==> src/hdl/template_region_scanner_macros.svh <==
// ---------------------------------------------------------------------------
// Template region scanner assertion macros
// Short forms for the concurrent checks at the end of the top level.
// ---------------------------------------------------------------------------
`ifndef TEMPLATE_REGION_SCANNER_MACROS_SVH
`define TEMPLATE_REGION_SCANNER_MACROS_SVH

// same-cycle implication
`define TRS_ASSERT_NOW(label, clk, rst, lhs, rhs, msg) \
   label: assert property (@(posedge clk) disable iff (rst) (lhs) |-> (rhs)) \
      else $error(msg);

// next-cycle implication
`define TRS_ASSERT_NEXT(label, clk, rst, lhs, rhs, msg) \
   label: assert property (@(posedge clk) disable iff (rst) (lhs) |=> (rhs)) \
      else $error(msg);

`endif

==> src/hdl/trs_pkg.sv <==
// ---------------------------------------------------------------------------
// trs_pkg
// Shared types and character constants of the template region scanner.
// ---------------------------------------------------------------------------
package trs_pkg;

   localparam int TRS_LENGTH_BITS = 16;
   localparam int TRS_CHAR_BITS   = 21;
   localparam int TRS_TOKEN_BITS  = 16;
   localparam int TRS_ADDR_BITS   = 3;
   localparam int TRS_DATA_BITS   = 32;

   typedef logic [TRS_CHAR_BITS-1:0] char_type;

   localparam char_type CH_NUL   = 21'h00;
   localparam char_type CH_NL    = 21'h0A;
   localparam char_type CH_DQ    = 21'h22;
   localparam char_type CH_HASH  = 21'h23;
   localparam char_type CH_PCT   = 21'h25;
   localparam char_type CH_SQ    = 21'h27;
   localparam char_type CH_SLASH = 21'h2F;
   localparam char_type CH_LT    = 21'h3C;
   localparam char_type CH_GT    = 21'h3E;
   localparam char_type CH_BSL   = 21'h5C;
   localparam char_type CH_C     = 21'h63;
   localparam char_type CH_D     = 21'h64;
   localparam char_type CH_E     = 21'h65;
   localparam char_type CH_O     = 21'h6F;
   localparam char_type CH_T     = 21'h74;
   localparam char_type CH_X     = 21'h78;

   typedef enum logic [1:0] {
      MODE_HTML   = 2'd0,
      MODE_PYTHON = 2'd1,
      MODE_TEXT   = 2'd2,
      MODE_DOC    = 2'd3
   } mode_type;

   // match stage codes for html and python modes; text/doc use a plain count
   localparam logic [2:0] STG_IDLE     = 3'd0;
   localparam logic [2:0] STG_LT       = 3'd1;
   localparam logic [2:0] STG_LT_SLASH = 3'd2;
   localparam logic [2:0] STG_HASH     = 3'd3;
   localparam logic [2:0] STG_BSLASH   = 3'd4;
   localparam logic [2:0] STG_PCT      = 3'd1;
   localparam logic [2:0] STG_TEXT_END = 3'd7;
   localparam logic [2:0] STG_DOC_END  = 3'd6;

   localparam logic [1:0] RUN_MAX = 2'd3;

   // register index
   localparam logic [0:0] REG_SCAN_MODE = 1'b0;

   typedef struct packed {
      logic [2:0] match_stage;
      logic       comment_open;
      logic       in_single_string;
      logic       in_double_string;
      logic       in_single_long_string;
      logic       in_double_long_string;
      logic       escape_pending;
      logic [1:0] single_quote_run;
      logic [1:0] double_quote_run;
      logic       seen_any;
      logic       finished;
   } scan_state_type;

   typedef struct packed {
      mode_type mode;
      logic     restart;
   } csr_ctl_type;

   typedef struct packed {
      logic                      done_res;
      logic                      found;
      logic [TRS_TOKEN_BITS-1:0] token_length;
   } result_type;

endpackage

==> src/hdl/trs_csr.sv <==
// ---------------------------------------------------------------------------
// trs_csr
// APB register file: holds scan_mode and pulses restart on each scan_mode write.
// ---------------------------------------------------------------------------
module trs_csr import trs_pkg::*; (
   input  logic                     clock,
   input  logic                     reset,
   input  logic                     csr_psel,
   input  logic                     csr_penable,
   input  logic                     csr_pwrite,
   input  logic [TRS_ADDR_BITS-1:0] csr_paddr,
   input  logic [TRS_DATA_BITS-1:0] csr_pwdata,
   output logic [TRS_DATA_BITS-1:0] csr_prdata,
   output logic                     csr_pready,
   output csr_ctl_type              ctl
);

   mode_type mode_ff, mode_in;
   logic     wr_hit;

   assign csr_pready = 1'b1;
   assign wr_hit = csr_psel && csr_penable && csr_pwrite
                   && (csr_paddr[TRS_ADDR_BITS-1] == REG_SCAN_MODE);

   always_comb begin
      mode_in = mode_ff;
      if (wr_hit) begin
         mode_in = mode_type'(csr_pwdata[1:0]);
      end
   end

   always_ff @(posedge clock) begin
      if (reset) begin
         mode_ff <= MODE_HTML;
      end else begin
         mode_ff <= mode_in;
      end
   end

   always_comb begin
      csr_prdata = '0;
      if (csr_paddr[TRS_ADDR_BITS-1] == REG_SCAN_MODE) begin
         csr_prdata = {{(TRS_DATA_BITS-2){1'b0}}, mode_ff};
      end
   end

   assign ctl.mode    = mode_ff;
   assign ctl.restart = wr_hit;

endmodule

==> src/hdl/trs_step.sv <==
// ---------------------------------------------------------------------------
// trs_step
// Next-state and result logic for one character of the scan.
// ---------------------------------------------------------------------------
module trs_step import trs_pkg::*; #(
   parameter int LENGTH_BITS = TRS_LENGTH_BITS
) (
   input  mode_type               mode,
   input  char_type               char_code,
   input  scan_state_type         st,
   input  logic [LENGTH_BITS-1:0] consumed,
   input  logic [LENGTH_BITS-1:0] marked,
   output scan_state_type         st_next,
   output logic [LENGTH_BITS-1:0] consumed_next,
   output logic [LENGTH_BITS-1:0] marked_next,
   output result_type             res
);

   function automatic logic [1:0] bump(input logic [1:0] r);
      return (r < RUN_MAX) ? r + 2'd1 : RUN_MAX;
   endfunction

   // expected character of "</%text>" at a stage
   function automatic char_type text_char(input logic [2:0] s);
      char_type ch;
      case (s)
         3'd0:    ch = CH_LT;
         3'd1:    ch = CH_SLASH;
         3'd2:    ch = CH_PCT;
         3'd3:    ch = CH_T;
         3'd4:    ch = CH_E;
         3'd5:    ch = CH_X;
         3'd6:    ch = CH_T;
         default: ch = CH_GT;
      endcase
      return ch;
   endfunction

   // expected character of "</%doc>"; stage 7 never matches
   function automatic char_type doc_char(input logic [2:0] s);
      char_type ch;
      case (s)
         3'd0:    ch = CH_LT;
         3'd1:    ch = CH_SLASH;
         3'd2:    ch = CH_PCT;
         3'd3:    ch = CH_D;
         3'd4:    ch = CH_O;
         3'd5:    ch = CH_C;
         3'd6:    ch = CH_GT;
         default: ch = CH_NUL;
      endcase
      return ch;
   endfunction

   logic [31:0] mark_wide;
   char_type    c;

   assign c = char_code;

   always_comb begin
      scan_state_type         n;
      logic [LENGTH_BITS-1:0] nc;
      logic [LENGTH_BITS-1:0] nm;
      logic                   fresh;
      logic                   term;
      logic                   adv;
      logic [2:0]             adv_stage;
      logic [2:0]             first;
      logic                   closing;

      n         = st;
      nc        = consumed;
      nm        = marked;
      fresh     = 1'b1;
      term      = 1'b0;
      adv       = 1'b0;
      adv_stage = STG_IDLE;
      first     = STG_IDLE;
      closing   = 1'b0;

      if (!st.finished) begin
         if (st.match_stage != STG_IDLE) begin
            fresh = 1'b0;
            unique case (mode)
               MODE_HTML: begin
                  if (st.match_stage == STG_LT) begin
                     if (c == CH_PCT) begin
                        term = 1'b1;
                     end else if (c == CH_SLASH) begin
                        adv       = 1'b1;
                        adv_stage = STG_LT_SLASH;
                     end
                  end else if (st.match_stage == STG_LT_SLASH) begin
                     term = (c == CH_PCT);
                  end else if (st.match_stage == STG_HASH) begin
                     term = (c == CH_HASH);
                  end else if (st.match_stage == STG_BSLASH) begin
                     term = (c == CH_NL);
                  end
               end
               MODE_PYTHON: begin
                  term = (st.match_stage == STG_PCT) && (c == CH_GT);
               end
               MODE_TEXT: begin
                  if (c == text_char(st.match_stage)) begin
                     if (st.match_stage == STG_TEXT_END) begin
                        term = 1'b1;
                     end else begin
                        adv       = 1'b1;
                        adv_stage = st.match_stage + 3'd1;
                     end
                  end
               end
               MODE_DOC: begin
                  if (c == doc_char(st.match_stage)) begin
                     if (st.match_stage == STG_DOC_END) begin
                        term = 1'b1;
                     end else begin
                        adv       = 1'b1;
                        adv_stage = st.match_stage + 3'd1;
                     end
                  end
               end
               default: ;
            endcase

            if (term) begin
               n.match_stage = STG_IDLE;
               n.finished    = 1'b1;
            end else if (adv) begin
               n.match_stage = adv_stage;
               if (nc != '1) nc = nc + 1'b1;
            end else begin
               // broken partial match: re-examine this character
               n.match_stage = STG_IDLE;
               n.seen_any    = 1'b1;
               fresh         = 1'b1;
            end
         end

         if (fresh) begin
            nm = nc;
            if (c == CH_NUL) begin
               n.finished = 1'b1;
            end else begin
               if (nc != '1) nc = nc + 1'b1;
               unique case (mode)
                  MODE_HTML: begin
                     if (c == CH_LT) first = STG_LT;
                     else if (c == CH_HASH) first = STG_HASH;
                     else if (c == CH_BSL) first = STG_BSLASH;
                  end
                  MODE_PYTHON: begin
                     if (n.comment_open) begin
                        n.comment_open = (c != CH_NL);
                     end else if (n.in_single_string) begin
                        closing = (c == CH_SQ) && !n.escape_pending;
                        n.single_quote_run = (n.single_quote_run != 2'd0 && closing)
                                             ? bump(n.single_quote_run) : 2'd0;
                        n.escape_pending   = !n.escape_pending && (c == CH_BSL);
                        n.in_single_string = (c != CH_NL) && !closing;
                     end else if (n.in_double_string) begin
                        closing = (c == CH_DQ) && !n.escape_pending;
                        n.double_quote_run = (n.double_quote_run != 2'd0 && closing)
                                             ? bump(n.double_quote_run) : 2'd0;
                        n.escape_pending   = !n.escape_pending && (c == CH_BSL);
                        n.in_double_string = (c != CH_NL) && !closing;
                     end else if (n.in_single_long_string) begin
                        n.single_quote_run = (c == CH_SQ) ? bump(n.single_quote_run) : 2'd0;
                        if (n.single_quote_run == RUN_MAX) begin
                           n.single_quote_run      = 2'd0;
                           n.in_single_long_string = 1'b0;
                        end
                     end else if (n.in_double_long_string) begin
                        n.double_quote_run = (c == CH_DQ) ? bump(n.double_quote_run) : 2'd0;
                        if (n.double_quote_run == RUN_MAX) begin
                           n.double_quote_run      = 2'd0;
                           n.in_double_long_string = 1'b0;
                        end
                     end else if (c == CH_HASH) begin
                        n.comment_open = 1'b1;
                     end else if (c == CH_SQ) begin
                        if (n.single_quote_run == 2'd2) begin
                           n.in_single_long_string = 1'b1;
                           n.single_quote_run      = 2'd0;
                        end else begin
                           n.single_quote_run = bump(n.single_quote_run);
                           n.in_single_string = 1'b1;
                        end
                     end else if (c == CH_DQ) begin
                        if (n.double_quote_run == 2'd2) begin
                           n.in_double_long_string = 1'b1;
                           n.double_quote_run      = 2'd0;
                        end else begin
                           n.double_quote_run = bump(n.double_quote_run);
                           n.in_double_string = 1'b1;
                        end
                     end else if (c == CH_PCT) begin
                        first = STG_PCT;
                     end else begin
                        n.single_quote_run = 2'd0;
                        n.double_quote_run = 2'd0;
                     end
                  end
                  MODE_TEXT, MODE_DOC: begin
                     if (c == CH_LT) first = STG_LT;
                  end
                  default: ;
               endcase
               n.match_stage = first;
               if (first == STG_IDLE) n.seen_any = 1'b1;
            end
         end
      end

      st_next       = n;
      consumed_next = nc;
      marked_next   = nm;
   end

   assign mark_wide        = 32'(marked_next);
   assign res.done_res     = st_next.finished;
   assign res.found        = st_next.finished && st_next.seen_any;
   assign res.token_length = st_next.finished ? mark_wide[TRS_TOKEN_BITS-1:0] : '0;

endmodule

==> src/hdl/template_region_scanner.sv <==
// ---------------------------------------------------------------------------
// Template region scanner
// Path: input word register, then trs_step, then result word register.
// Throughput: one character per cycle while rsp_tready is high; the scan
//   state loop needs no extra register, so back-to-back words flow without bubbles.
// Reset: synchronous, active high; clears mode to html, all scan state and
//   both word valid flags. A scan_mode write clears the scan state likewise.
// ---------------------------------------------------------------------------
`include "template_region_scanner_macros.svh"

module template_region_scanner import trs_pkg::*; #(
   parameter int LENGTH_BITS = TRS_LENGTH_BITS
) (
   input  logic                     clock,
   input  logic                     reset,
   // input stream
   input  logic                     req_tvalid,
   output logic                     req_tready,
   input  logic [23:0]              req_tdata,   // [20:0] char_code, [23:21] zero
   // result stream
   output logic                     rsp_tvalid,
   input  logic                     rsp_tready,
   output logic [23:0]              rsp_tdata,   // [0] done_res, [1] found,
                                                 // [17:2] token_length, [23:18] zero
   // register port
   input  logic                     csr_psel,
   input  logic                     csr_penable,
   input  logic                     csr_pwrite,
   input  logic [TRS_ADDR_BITS-1:0] csr_paddr,
   input  logic [TRS_DATA_BITS-1:0] csr_pwdata,
   output logic [TRS_DATA_BITS-1:0] csr_prdata,
   output logic                     csr_pready
);

   csr_ctl_type ctl;

   // input word register
   logic     in_valid_ff, in_valid_in;
   char_type in_char_ff, in_char_in;

   // scan state
   scan_state_type         st_ff, st_in, st_next;
   logic [LENGTH_BITS-1:0] cons_ff, cons_in, cons_next;
   logic [LENGTH_BITS-1:0] mark_ff, mark_in, mark_next;

   // result word register
   logic       rsp_valid_ff, rsp_valid_in;
   result_type rsp_ff, rsp_in, res_next;

   logic req_accept;
   logic advance;

   trs_csr u_csr (
      .clock       (clock),
      .reset       (reset),
      .csr_psel    (csr_psel),
      .csr_penable (csr_penable),
      .csr_pwrite  (csr_pwrite),
      .csr_paddr   (csr_paddr),
      .csr_pwdata  (csr_pwdata),
      .csr_prdata  (csr_prdata),
      .csr_pready  (csr_pready),
      .ctl         (ctl)
   );

   // a character moves from the input register into the scan whenever the
   // result register is free or being emptied this cycle
   assign advance    = in_valid_ff && (!rsp_valid_ff || rsp_tready);
   assign req_tready = !in_valid_ff || advance;
   assign req_accept = req_tvalid && req_tready;

   always_comb begin
      in_valid_in = in_valid_ff;
      in_char_in  = in_char_ff;
      if (req_accept) begin
         in_valid_in = 1'b1;
         in_char_in  = req_tdata[TRS_CHAR_BITS-1:0];
      end else if (advance) begin
         in_valid_in = 1'b0;
      end
   end

   trs_step #(
      .LENGTH_BITS (LENGTH_BITS)
   ) u_step (
      .mode          (ctl.mode),
      .char_code     (in_char_ff),
      .st            (st_ff),
      .consumed      (cons_ff),
      .marked        (mark_ff),
      .st_next       (st_next),
      .consumed_next (cons_next),
      .marked_next   (mark_next),
      .res           (res_next)
   );

   always_comb begin
      st_in   = st_ff;
      cons_in = cons_ff;
      mark_in = mark_ff;
      if (ctl.restart) begin
         // mode write: start a fresh scan
         st_in   = '0;
         cons_in = '0;
         mark_in = '0;
      end else if (advance) begin
         st_in   = st_next;
         cons_in = cons_next;
         mark_in = mark_next;
      end
   end

   always_comb begin
      rsp_valid_in = rsp_valid_ff;
      rsp_in       = rsp_ff;
      if (advance) begin
         rsp_valid_in = 1'b1;
         rsp_in       = res_next;
      end else if (rsp_tready) begin
         rsp_valid_in = 1'b0;
      end
   end

   always_ff @(posedge clock) begin
      if (reset) begin
         in_valid_ff  <= 1'b0;
         rsp_valid_ff <= 1'b0;
         st_ff        <= '0;
         cons_ff      <= '0;
         mark_ff      <= '0;
      end else begin
         in_valid_ff  <= in_valid_in;
         rsp_valid_ff <= rsp_valid_in;
         st_ff        <= st_in;
         cons_ff      <= cons_in;
         mark_ff      <= mark_in;
      end
   end

   // payload only
   always_ff @(posedge clock) begin
      in_char_ff <= in_char_in;
      rsp_ff     <= rsp_in;
   end

   assign rsp_tvalid = rsp_valid_ff;
   assign rsp_tdata  = {6'b0, rsp_ff.token_length, rsp_ff.found, rsp_ff.done_res};

   // ---- checks ----
   `TRS_ASSERT_NOW(a_found_needs_done, clock, reset, rsp_tvalid && rsp_ff.found, rsp_ff.done_res, "found without done")
   `TRS_ASSERT_NOW(a_len_zero_open, clock, reset, rsp_tvalid && !rsp_ff.done_res, rsp_ff.token_length == '0, "length before done")
   `TRS_ASSERT_NEXT(a_finished_sticky, clock, reset, st_ff.finished && !ctl.restart, st_ff.finished, "finished dropped")
   `TRS_ASSERT_NOW(a_no_match_when_done, clock, reset, st_ff.finished, st_ff.match_stage == STG_IDLE, "match after done")

endmodule

==> config.mk <==
export PLATFORM = sky130hd
export DESIGN_NAME = template_region_scanner
export DESIGN_NICKNAME = d
export VERILOG_FILES = /design/src/hdl/trs_pkg.sv /design/src/hdl/trs_csr.sv /design/src/hdl/trs_step.sv /design/src/hdl/template_region_scanner.sv
export VERILOG_INCLUDE_DIRS = /design/src /design/src/hdl
export SDC_FILE = /design/constraint.sdc
export NUM_CORES = 1
export LEC_CHECK = 0
export BUFFER_PORTS_ARGS = -buffer_cell sky130_fd_sc_hd__buf_2
export CAP_MARGIN = 20
export CORE_UTILIZATION = 50
export DETAILED_ROUTE_END_ITERATION = 10
export PLACE_DENSITY_LB_ADDON = 0.15
export SKIP_LAST_GASP = 1
export SLEW_MARGIN = 20
export SYNTH_ARGS = -nofsm -noshare
export SYNTH_HDL_FRONTEND = slang
export SYNTH_SLANG_ARGS = --single-unit
==> constraint.sdc <==
create_clock -name clock -period 6.6 [get_ports clock]
set_input_delay 1.32 -clock clock [delete_from_list [all_inputs] [get_ports clock]]
set_output_delay 1.32 -clock clock [all_outputs]
set_load 0.01 [all_outputs]
Yosys cells after proc, flatten, opt, wreduce, memory -nomap -nowiden
Index checks and enable logic that the tools add are counted.

storage, ports and cells
  register bits after elaboration = 90
  latch bits = 0
  bits in writable memories = 0
  memory bits (read-only) = 0
  bits of input ports = 66
  output and inout port bits = 59
  word-level logic and storage cells = 262
  memories = 0

operators by class
  add/sub/neg operators = 5
  $mul = 0
  divide/modulo/power cells = 0
  magnitude comparators = 2
  eq/ne operators = 37
  shifts and indexed selects = 0
  muxes and demuxes = 148
  bitwise gates (word level) = 7
  reduce and logical (&&, ||, !) cells = 43

operators by type and width
  kind                                                     number
  two-way mux 16 bit                                       10
  equality test 21 x 6 -> 1 bit (second input constant)    7
  two-way mux 21 bit                                       6
  two-way mux 3 bit                                        26
  two-way mux 1 bit                                        56
  two-way mux 2 bit                                        27
  two-way mux 4 bit                                        13
  one-hot mux 7 bit (7 select lines)                       1
  equality test 21 bit                                     2
  one-hot mux 7 bit (6 select lines)                       1
  adder 16 x 1 -> 16 bit (second input constant)           2
  inequality test 16 bit (second input constant)           2
  AND reduction 11 bit                                     2
  equality test 21 x 4 -> 1 bit (second input constant)    1
  equality test 21 x 7 -> 1 bit (second input constant)    1
  zero test 21 bit                                         1
  inequality test 21 x 4 -> 1 bit (second input constant)  1
  one-hot mux 3 bit (3 select lines)                       2
  two-way mux 15 bit                                       1
  logical AND 1 bit                                        14
  two-way mux 14 bit                                       1
  AND reduction 7 bit                                      2
  equality test 2 bit (second input constant)              6
  equality test 3 bit (second input constant)              4
  other kinds (28)                                         53

Depth between registers and ports, before layout
Gate-level depths: netlist of the first run.

  depth in word-level cells = 27
  mapped depth = 19
  mapped depth without buffers = 17

By module
Synthesis of the first run repeated with hierarchy kept, for this count alone.

second synthesis, totals
  cells, all modules = 843
  area total of the unflattened synthesis = 7015.5 µm²

modules (own cells, without submodules)
  module                   instances  cells an instance  area an instance (µm²)  seq. area each (µm²)
  trs_step                 1          525                3440.8                  0.0
  template_region_scanner  1          272                3203.1                  2152.1
  trs_csr                  1          46                 371.6                   40.0

Worst setup path after synthesis of the first run
OpenSTA, ideal clock, no wires.

  kind = reg-to-reg
  start = register st_ff[12] in the netlist's numbering
  end = register cons_ff[14]
  library setup time = 131 ps
  arrival time = 4673 ps
  data required time = 6469 ps
  slack = 1795 ps
  cell stages (with the launch flop) = 19
  buffers on the path = 2
  clock period less this slack = 4805 ps
  cells stage by stage = dfxtp_1 -> inv_1 -> ha_1 -> clkbuf_1 -> o311ai_0 -> xor2_1 -> or4_1 -> or4_1 -> a21oi_2 -> buf_2 -> mux2i_1 -> inv_1 -> ha_1 -> inv_1 -> or4b_4 -> or3_1 -> nor3b_1 -> mux2i_1 -> a21oi_1

between the ends
  word-level cells in the longest chain between the ends = 19
  elaborated cells between the ends (all ways) = 53
  classes of those cells = add/sub: 1; eq/ne: 10; mux: 38; reduce/logical: 4

ends and longest elaborated chain
  what                                                                 RTL line                        text
  from (decl)                                                          template_region_scanner.sv:42   scan_state_type st_ff, st_in, st_next;
  from (signal assigned)                                               template_region_scanner.sv:134  st_ff <= st_in;
  equality test 3 bit or equality test 3 x 2 -> 1 bit (tied branches)  n/a
  OR reduction 2 bit (no line)                                         n/a
  one-hot mux 7 bit (6 select lines)                                   trs_step.sv:26                  case (s)
  two-way mux 21 bit                                                   trs_step.sv:84                  unique case (mode)
  two-way mux 21 bit                                                   trs_step.sv:82                  if (st.match_stage != STG_IDLE) begin
  two-way mux 21 bit                                                   trs_step.sv:81                  if (!st.finished) begin
  equality test 21 bit                                                 trs_step.sv:105                 if (c == text_char(st.match_stage)) begin
  two-way mux 1 bit                                                    trs_step.sv:105
  (+3 left out)                                                        n/a
  two-way mux 16 bit                                                   trs_step.sv:130                 end else if (adv) begin
  two-way mux 16 bit                                                   trs_step.sv:127                 if (term) begin
  two-way mux 16 bit                                                   trs_step.sv:82
  two-way mux 16 bit                                                   trs_step.sv:81
  adder 16 x 1 -> 16 bit or inequality test 16 bit (tied branches)     trs_step.sv:146                 if (nc != '1) nc = nc + 1'b1;
  two-way mux 16 bit                                                   trs_step.sv:146
  two-way mux 16 bit                                                   trs_step.sv:143                 if (c == CH_NUL) begin
  two-way mux 16 bit (*)                                               trs_step.sv:141                 if (fresh) begin
  to (signal assigned)                                                 template_region_scanner.sv:135  cons_ff <= cons_in;
  to (decl)                                                            template_region_scanner.sv:43   logic [LENGTH_BITS-1:0] cons_ff, cons_in, cons_next;

Mark *: on every way between the ends. The rest lies on a longest branch, timed or not. The select of a mux whose other input is x is not followed.
A chain may end at the register's enable or synchronous reset.

Final worst setup path of the first run
  start = register st_ff[13] in the netlist's numbering
  end = register cons_ff[9]

The elaborated chain is that of the path after synthesis.

==> impl_results.md, run 1 <==
* Top area cells in the synthesized netlist: sky130_fd_sc_hd__edfxtp_1 19%, sky130_fd_sc_hd__dfxtp_1 17%, sky130_fd_sc_hd__nor2_1 6.1%
* Maximum number of pins on one net before global-route repair at 37
* Switching Fraction at 0.256
* Most frequent standard cell in the layout excluding fill and tap cells: sky130_fd_sc_hd__nor2_1
* Worst hold path class: register to register
* FP Rows at 40
* Die Wd at 113 um
* Die ar. at between 10000 and 15000 sq um
* Final sum of negative setup slack at 0 ns
* Pwr dens at 192 nW/um^2
* Final GP Congestion at 0.926
* Area growth from synthesis to layout at 7.75%
* TritonCTS clock tree: done
* # resized after CTS at 0
* Share of final-layout standard cells stronger than drive strength 1 at 0.126
* DRC errors left at 0
* Total number of clock tree sinks at 90
* Final number of max-transition violations at 0
* Capturing element type of the critical path: register
* Setup Buffers After CTS at 0
* Internal power component at 0.000942 W
* CP Class: register to register
* Grt total ovfl at 0
* Number of buffers inserted by port buffering at between 50 and 60
* Post-Syn Instances at 739
* Antenna cells at 0
* All-layer global routing usage at 0.240
* Count of nets left with antenna violations after detail routing at 0
* WP data required at 6.89 ns
* Area fraction of the dominant cell type after synthesis at 0.191
* Number of non-filler instances in the completed layout at between 900 and 1k
* RSZ-0062 raised after global routing: no
* Root Buffer: sky130_fd_sc_hd__clkbuf_16
* Netlist cell types at 79
* Comb power frac at 0.106
* 1st-iter DRT viols at between 400 and 500
* Core ar. at between 10000 and 15000 sq um
* Slew @ Worst Pin at 1.00 ns
* Global-route wire length before repair at 24300 um
* Hpwl dp at 10700 um
* Number of vias per cell at 5.89
* Most used DFF post-synth: sky130_fd_sc_hd__dfxtp_1
* Switching power total at 0.000324 W
* Mean instance size in the synthesized netlist at 8.28 sq um
* Area of the mapped netlist at approximately 6100 sq um
* Share of the clock period used by the worst path after layout at 0.822
* # placed instances at 899
* Initial core utilization at 0.512
* Hold buffer count at cts at 0
* Kind of launch point of the worst setup path: register
* WL/cell at 16.0 um
* Reg power frac at 0.493
* Minimum period implied by the final worst setup slack at 5.42 ns
* Number of optimization iterations in the first detailed-route pass at 5
* Status: finished, final reports clean
* Critical Path AT at 5.72 ns
* Worst clock skew at 0.00865 ns
* Number of synthesized flops with an enable pin at 39
* Via count at 5387
* Num ports at 125
* Share of total power in the clock network at 0.401
* Y dimension of the die at 113 um
* Worst skew pair latency at 0.35 ns
* Commonest non-fill, non-tap cells in the layout: 99 x sky130_fd_sc_hd__nor2_1, 66 x sky130_fd_sc_hd__nand2_1, 52 x sky130_fd_sc_hd__buf_2
* Fmax at between 150 and 200 MHz
* Level count of the clock H-tree at 3
* Setup violation total in the final timing report at 0
* Largest vdd supply drop at about 0.00018 V
* Overall routed net length at 14700 um
* Number of buffers on the longest clock path at 2
* Count of state elements after synthesis at 90
* Number of max-cap violations at 0
* Number of global-route vias before repair at 4904
* Share of flip-flops with an asynchronous set or reset after synthesis at 0
* Net total in the final layout at 845
* Initial antenna violation count at 0
* Num CTS Buffers at 9
* Post-synthesis sequential area ratio at 0.358
* Lkg Pwr at 2.47 nW
* Hold Violations, Final at 0
* Number of warnings issued by yosys at 0
* Max-slew headroom at 0.332
* Clock transition at the registers of the reported paths at ~0.060 ns
* Most area-hungry cell type in the Yosys netlist: sky130_fd_sc_hd__edfxtp_1
* Crit path max fanout at 15
==> layout make-up <==
class                           instances  area, sq um
Clock buffer                           12          268
Timing Repair Buffer                   58          305
Multi-Input combinational cell        582         3530
Tap cell                              147          184
Sequential cell                        90         2190
Fill cell                            1082         5370
Clock inverter                          4         30.0
Inverter                               22         82.6
==> routing by layer <==
metal	share of wire	GRT usage	vias to the layer above
met4	0.010	0.0684	0
met2	0.48	0.398	187
met3	0.054	0.0545	15
met1	0.46	0.314	2515
met5	0	0	-
li1	-	-	2670
==> stage by stage <==
step / power [W] / hold WS (ns) / instance area [sq um] / util / worst slack, ns
finish: 0.00127 / 0.453 / 6600 / 0.551 / 1.18
global route: 0.00132 / 0.488 / 6600 / 0.551 / 0.786
CTS: 0.00128 / 0.457 / 6590 / 0.551 / 1.25
detailed placement: 0.000769 / 0.447 / 6290 / 0.526 / 1.27
global placement: 0.000764 / 0.442 / 6290 / 0.526 / 1.33
floorplan: 0.000746 / 0.436 / 6250 / - / 1.80
==> path summary, 6_finish.rpt <==
path | startpoint | endpoint | slack [ns] | cells past startpoint
setup / recovery | st_ff[13] | cons_ff[9] | 1.18 | 17
hold / removal | mark_ff[15] | mark_ff[15] | 0.45 | 2
setup reg to reg | st_ff[13] | cons_ff[9] | 1.18 | 17
hold reg to reg | mark_ff[15] | mark_ff[15] | 0.45 | 2
==> critical path: stages (launching register included) <==
cell,delay [ns]
sky130_fd_sc_hd__dfxtp_1,0.54
sky130_fd_sc_hd__ha_1,0.59
sky130_fd_sc_hd__nor3b_2,0.16
sky130_fd_sc_hd__a21oi_1,0.25
sky130_fd_sc_hd__o21ai_0,0.16
sky130_fd_sc_hd__or4_1,0.53
sky130_fd_sc_hd__or4_1,0.54
sky130_fd_sc_hd__a21oi_2,0.15
sky130_fd_sc_hd__buf_4,0.24
sky130_fd_sc_hd__mux2i_1,0.15
sky130_fd_sc_hd__inv_1,0.08
sky130_fd_sc_hd__ha_1,0.21
sky130_fd_sc_hd__inv_1,0.08
sky130_fd_sc_hd__or4b_4,0.57
sky130_fd_sc_hd__o31ai_4,0.50
sky130_fd_sc_hd__nor4_1,0.19
sky130_fd_sc_hd__or3_1,0.34
sky130_fd_sc_hd__nand3_1,0.07
==> state kept, by name, summed over array words and instances, names as in the netlist <==
| signal | cells |
|---|---|
| cons_ff | 16 |
| u_csr.mode_ff | 2 |
| st_ff | 15 |
| mark_ff | 16 |
| rsp_tdata | 18 |
| in_valid_ff | 1 |
| in_char_ff | 21 |
| rsp_tvalid | 1 |
==> cells in the mapped netlist (all sizes together), types with 10 or more instances <==
library cell,count
clkbuf,30
nor3b,10
ha,16
xnor2,11
nor3,29
edfxtp,39
buf,50
a21oi,34
inv,22
nand3,33
dfxtp,51
nand2b,11
nor4,16
o21ai,21
nand2,66
mux2i,23
nor2b,11
a211oi,24
a31oi,12
nor2,100
==> cell families after synthesis <==
logic type	count (synthesis)	synth area share
compound gates	148	0.171
fa+ha+maj	16	0.0327
simple gates	337	0.279
buf+inv	102	0.0901
xor+xnor	20	0.0286
other cells	2	0.00123
flops	90	0.358
mux	24	0.0394
==> power by group through the flow <==
stage | sequential [W] | combinational, W | clock [W]
final | 0.000624 | 0.000135 | 0.000507
after global routing | 0.000627 | 0.000149 | 0.000543
after detailed placement | 0.000636 | 0.000133 | 0
after global placement | 0.000634 | 0.000130 | 0
after floorplan | 0.000627 | 0.000119 | 0
after CTS | 0.000623 | 0.000134 | 0.000520
Note: power is estimated with default switching activity, not from simulation.
==> run 2, diff against run 1 <==
Clock period 6.6 ns to 4.65 ns, I/O delays scaled along.
==> run 2 against run 1 <==
  * Total power increased by 52%
  * Non-clock buffer count is 70 higher
  * Combinational power increased by 79%
  * Sequential cell count stayed put
  * Via count is 6.9% higher
  * Cell area increased by 10%
  * Clock skew is 0.0039 ns higher
  * Sequential power is 41% higher
  * Largest power group unchanged
  * Worst hold slack improved by 0.0049 ns
  * Clock-buffer cell count shrank 3
  * Setup slack worse by 1.1 ns
==> impl_results.md, run 2 (synthesis results as in run 1) <==
* Status: finished, final reports clean
* WP data required at roughly 4.9 ns
* Num ports at 125
* Capturing element type of the critical path: register
* Minimum period implied by the final worst setup slack at 4.53 ns
* RSZ-0062 raised after global routing: yes
* Fmax at 221 MHz
* Hpwl dp at 12100 um
* Slew @ Worst Pin at 0.834 ns
* Die ar. at 12700 sq um
* Share of final-layout standard cells stronger than drive strength 1 at 0.224
* Register ranked first by flip-flop count: in_char_ff
* Max FFs per register at 21
* 1st-iter DRT viols at between 400 and 500
* DRC errors left at 0
* Worst hold path class: register to register
* Hold buffer count at cts at 0
* Final GP Congestion at 0.955
* Max-slew headroom at 0.442
* Number of optimization iterations in the first detailed-route pass at 5
* TritonCTS clock tree: done
* Level count of the clock H-tree at 3
* Pwr dens at approximately 260 nW/um^2
* Via count at 5760
* Commonest non-fill, non-tap cells in the layout: 99 x sky130_fd_sc_hd__nor2_1, 75 x sky130_fd_sc_hd__buf_4, 66 x sky130_fd_sc_hd__nand2_1
* Lkg Pwr at ~2.8 nW
* Root Buffer: sky130_fd_sc_hd__clkbuf_16
* Count of cells along the worst hold path at 2
* CP Class: register to register
* Critical Path AT at 4.77 ns
* Setup violation total in the final timing report at 0
* Crit path max fanout at 6
* Cells traversed along the worst timing path: inv_2 -> ha_2 -> buf_4 -> nand2_1 -> a21oi_2 -> o21ai_1 -> or4_4 -> or4_4 -> a21oi_4 -> mux2i_1 -> inv_1 -> ha_1 -> inv_1 -> or4b_4 -> o31ai_4 -> buf_4 -> nor2_1 -> a221o_1
* Hold Violations, Final at 0
* Most frequent standard cell in the layout excluding fill and tap cells: sky130_fd_sc_hd__nor2_1
* Largest stage delay on the critical path at just under 0.6 ns
* Worst skew pair latency at between 0.3 and 0.4 ns
* Dpl cell area at ~6800 sq um
* Number of global-route vias before repair at 5531
* Area growth from synthesis to layout at 18.8%
* Kind of launch point of the worst setup path: register
* CP max stage cell: sky130_fd_sc_hd__or4b_4
* Number of max-cap violations at 0
* Number of buffers inserted by port buffering at between 50 and 60
* Total number of clock tree sinks at 90
* Maximum number of pins on one net before global-route repair at 37
* Share of the core filled with cells at 0.608
* Net total in the final layout at 915
* Die Wd at between 100 and 150 um
* All-layer global routing usage at 0.269
* Core ar. at between 10000 and 15000 sq um
* WL/cell at 16.5 um
* FP Rows at 40
* Area of all placed cells without fillers at approximately 7300 sq um
* Overall routed net length at roughly 16000 um
* Num CTS Buffers at 9
* Grt total ovfl at 0
* Final number of max-transition violations at 0
* Share of the clock period used by the worst path after layout at 0.975
* Initial core utilization at 0.512
* Y dimension of the die at 113 um
* # placed instances at 967
* Layout filler cell count at 1061
* Largest vdd supply drop at approximately 0.00024 V
* Number of buffers on the longest clock path at 2
* Count of nets left with antenna violations after detail routing at 0
* Worst clock skew at 0.0126 ns
* Antenna cells at 0
* Clock transition at the registers of the reported paths at 0.07 ns
* R2r worst-path depth at 18
* Number of vias per cell at 5.85
* Initial antenna violation count at 0
* Number of non-filler instances in the completed layout at 985
* Global-route wire length before repair at about 27000 um
## run 2: changes by cell type in the layout (fill, tap and decap cells not counted), sizes merged
cell / delta
clkbuf: -3
buf: +70
inv: +2
clkinvlp: -1
bufinv: +2
## run 2: layer usage
metal	track usage	vias up	part of all wire
met5	0	-	0
met4	0.118	0	0.021
met3	0.0535	29	0.057
met2	0.436	197	0.47
met1	0.347	2729	0.45
li1	-	2805	-
## run 2: path summary, 6_finish.rpt
kind / slack, ns / to / from
setup / recovery: 0.12 / cons_ff[5] / st_ff[13]
hold / removal: 0.46 / mark_ff[13] / mark_ff[13]
setup reg to reg: 0.12 / cons_ff[5] / st_ff[13]
hold reg to reg: 0.46 / mark_ff[13] / mark_ff[13]
## run 2: power by group
group          switching, W  total, W  internal, W  leakage (nW)
clock network      0.000327  0.000803     0.000477         0.160
logic              0.000146  0.000241    0.0000950          1.90
registers         0.0000240  0.000879     0.000855         0.789
## run 2: repair_timing
action,CTS,global route
buffers inserted,1,1
cloned,0,0
endpoints found under the setup margin,11,13
resized for setup,11,22
pin swaps,1,10
## run 2: cell type report
| class | instances | area, sq um | area share |
|---|---|---|---|
| clock buffers | 9 | 225 | 0.0310 |
| inverters | 22 | 85.1 | 0.0117 |
| repair buffers | 128 | 835 | 0.115 |
| multi-input cells | 582 | 3650 | 0.501 |
| well taps | 147 | 184 | 0.0253 |
| clock inverters | 7 | 98.8 | 0.0136 |
| flip-flops and latches | 90 | 2200 | 0.302 |
## run 2: metrics by stage
step                setup TNS [ns]  worst slack, ns  total power [W]  hold slack (ns)
finish                           0            0.116          0.00192            0.458
global route               -0.0168          -0.0106          0.00199            0.473
CTS                              0         0.000450          0.00193            0.455
detailed placement          -0.587           -0.165          0.00112            0.446
global placement            -0.119           -0.100          0.00111            0.444
floorplan                        0           0.0106          0.00106            0.436
## run 2: critical path, delay by kind of cell, from the launching register on
family	cells	cell delay, ns
flops	1	0.37
fa+ha+maj	2	0.36
simple gates	5	1.80
compound gates	5	1.16
buf+inv	5	0.60
mux	1	0.12
==> run 3, diff against run 2 <==
Clock period 4.65 ns to 3.8 ns, I/O delays scaled along.
==> run 3 against run 2 <==
  * The flow now finishes with violations (setup timing)
  * Critical path depth increased by 1
  * Cell area increased by 14%
  * Clock skew about the same
  * Sequential share of layout area decreased by 3.8 points
==> impl_results.md, run 3 (synthesis results as in run 1) <==
* Setup violation total in the final timing report at 21
* Setup slack of the most critical reg-to-reg path at -0.62 ns
* Lkg Pwr at 3.36 nW
* Number of buffers on the longest clock path at 2
* Number of buffers inserted by port buffering at 52
* Most frequent standard cell in the layout excluding fill and tap cells: sky130_fd_sc_hd__buf_4
* CP max stage cell: sky130_fd_sc_hd__or4b_4
* Post-route worst setup slack at -0.623 ns
* Area growth from synthesis to layout at 36.0%
* Num CTS Buffers at 9
* Number of vias per cell at 5.80
* Number of non-filler instances in the completed layout at roughly 1.1k
* All-layer global routing usage at 0.280
* TritonCTS clock tree: done
* Hpwl dp at 13000 um
* Worst clock skew at 0.0129 ns
* Comb power frac at 0.166
* Met1 capacity usage during global routing at 0.364
* Fmax at 226 MHz
* Overall routed net length at ~18000 um
* Kind of launch point of the worst setup path: register
* Core ar. at ~12000 sq um
* Global-route wire length before repair at between 20000 and 30000 um
* Overall power at 0.00235 W
* Critical Path AT at 4.69 ns
* Final number of max-transition violations at 0
* CP Class: register to register
* Reg-to-reg critical path endpoint: cons_ff[13]
* Number of global-route vias before repair at around 5.7k
* Worst skew pair latency at 0.35 ns
* Max FFs per register at 21
* FP Rows at 40
* 1st-iter DRT viols at ~370
* WL/cell at about 17 um
* Final GP Congestion at around 0.99
* Reg-to-reg critical path startpoint: st_ff[13]
* Failing checks: setup timing
* Number of buffers and inverters on the critical path at 5
* Number of max-cap violations at 0
* Cells traversed along the worst timing path: inv_6 -> ha_4 -> buf_4 -> a211o_1 -> and3b_1 -> nor4_2 -> nor4bb_4 -> a41oi_2 -> a21oi_4 -> mux2i_2 -> inv_1 -> ha_4 -> inv_2 -> or4b_4 -> or3_4 -> buf_4 -> nor2_2 -> a2111oi_0 -> nor3_1
* Minimum period implied by the final worst setup slack at between 4 and 5 ns
* R2r worst-path depth at 19
* Net total in the final layout at 1000
* Dpl ws at -0.754 ns
* Clock transition at the registers of the reported paths at ~0.07 ns
* Largest stage delay on the critical path at 0.57 ns
* Root Buffer: sky130_fd_sc_hd__clkbuf_16
* Number of optimization iterations in the first detailed-route pass at 5
* Hold wc startpoint: mark_ff[13]
* Die Wd at around 110 um
* Endpoint with the worst hold slack: mark_ff[13]
* Level count of the clock H-tree at 3
* Reg power frac at 0.457
* Share of the core filled with cells at 0.696
* Status: finished with violations
* Commonest non-fill, non-tap cells in the layout: 150 x sky130_fd_sc_hd__buf_4, 97 x sky130_fd_sc_hd__nor2_1, 64 x sky130_fd_sc_hd__nand2_1
* Switching Fraction at 0.278
* WP data required at 4.07 ns
* DRC errors left at 0
* Share of the clock period used by the worst path after layout at 1.16
* Crit path max-delay family: simple AND/OR/NAND/NOR gates
* Num ports at 125
* Switching power total at around 0.00065 W
* Initial antenna violation count at 0
* Largest vdd supply drop at 0.000324 V
* Hold Violations, Final at 0
* Crit path max fanout at 6
* Share of total power in the clock network at 0.377
* Antenna cells at 0
* RSZ-0062 raised after global routing: yes
* Total number of clock tree sinks at 90
* Maximum number of pins on one net before global-route repair at 36
* GR Util met2 at 0.467
* Initial core utilization at 0.512
* Slew @ Worst Pin at 0.842 ns
* Share of final-layout standard cells stronger than drive strength 1 at 0.346
* GR met3 Demand/Resource at 0.0367
* Y dimension of the die at 113 um
* Count of cells along the worst hold path at 2
* Pwr dens at around 280 nW/um^2
* Die ar. at 12700 sq um
* Grt total ovfl at 0
* Via count at 6207
* Register ranked first by flip-flop count: in_char_ff
* Most used routing layer: met2
* Final hold slack at 0.464 ns
* Hold buffer count at cts at 0
* Max-slew headroom at 0.439
* Internal power component at 0.00169 W
* Count of nets left with antenna violations after detail routing at 0
* Capturing element type of the critical path: register
* # placed instances at roughly 1.0k
* Worst hold path class: register to register
## run 3: cell count changes in the layout (fill, tap and decap cells not counted), moves of 3 or more
cell                      delta
sky130_fd_sc_hd__a21oi_1     -3
sky130_fd_sc_hd__a21oi_2     +3
sky130_fd_sc_hd__buf_4      +75
sky130_fd_sc_hd__buf_6       +9
sky130_fd_sc_hd__ha_2        -4
sky130_fd_sc_hd__ha_4        +4
sky130_fd_sc_hd__inv_6       +3
sky130_fd_sc_hd__nand3_1     -4
sky130_fd_sc_hd__nand3_2     +3
sky130_fd_sc_hd__nor3_1      -3
sky130_fd_sc_hd__nor4_1      -8
sky130_fd_sc_hd__nor4_2      +6
sky130_fd_sc_hd__xnor2_1     -3
## run 3: area by class of cell
class | instances | area (sq um)
Tap cell | 147 | 184
Multi-Input combinational cell | 582 | 4040
Inverter | 22 | 92.6
Clock inverter | 6 | 53.8
Fill cell | 915 | 3640
Sequential cell | 90 | 2200
Clock buffer | 10 | 239
Timing Repair Buffer | 213 | 1520
## run 3: how the worst max path moves through the flow
stage	startpoint	slack [ns]	end	cells past startpoint
2_1_floorplan	in_char_ff[15]	-0.46	cons_ff[14]	15
3_3_place_gp	st_ff[13]	-0.75	cons_ff[13]	19
3_5_place_dp	st_ff[13]	-0.75	cons_ff[13]	19
4_1_cts	st_ff[12]	-0.50	cons_ff[14]	17
5_1_grt	st_ff[13]	-0.76	cons_ff[13]	19
6_report	st_ff[13]	-0.62	cons_ff[13]	19
## run 3: layer usage
metal / part of all wire / routed length [um]
met4: 0.027 / 482
met2: 0.48 / 8580
met5: 0 / 0
met3: 0.063 / 1130
met1: 0.43 / 7720
## run 3: worst min-delay path, cell delays in order (launching register included)
cell and delay, ns:
sky130_fd_sc_hd__dfxtp_1 0.31, sky130_fd_sc_hd__nand2_1 0.05, sky130_fd_sc_hd__a21oi_1 0.06
## run 3: what timing repair did
item | in CTS | in global routing
setup endpoints to repair | 48 | 50
gates resized for setup | 41 | 27
buffers inserted | 13 | 18
pin swaps | 23 | 25
## run 3: power groups by stage
| stage | Clock, W | Combinational, W | Sequential, W |
|---|---|---|---|
| final | 0.000885 | 0.000389 | 0.00107 |
| after global routing | 0.000929 | 0.000418 | 0.00108 |
| after CTS | 0.000896 | 0.000358 | 0.00107 |
| after detailed placement | 0 | 0.000331 | 0.00109 |
| after global placement | 0 | 0.000324 | 0.00109 |
| after floorplan | 0 | 0.000225 | 0.00109 |
## run 3: stage by stage
step	setup TNS (ns)	cell area [sq um]
6_report	-8.45	8330
5_1_grt	-13.45	8330
4_1_cts	-5.86	8050
3_5_place_dp	-16.78	7450
3_3_place_gp	-12.78	7450
2_1_floorplan	-4.92	6500
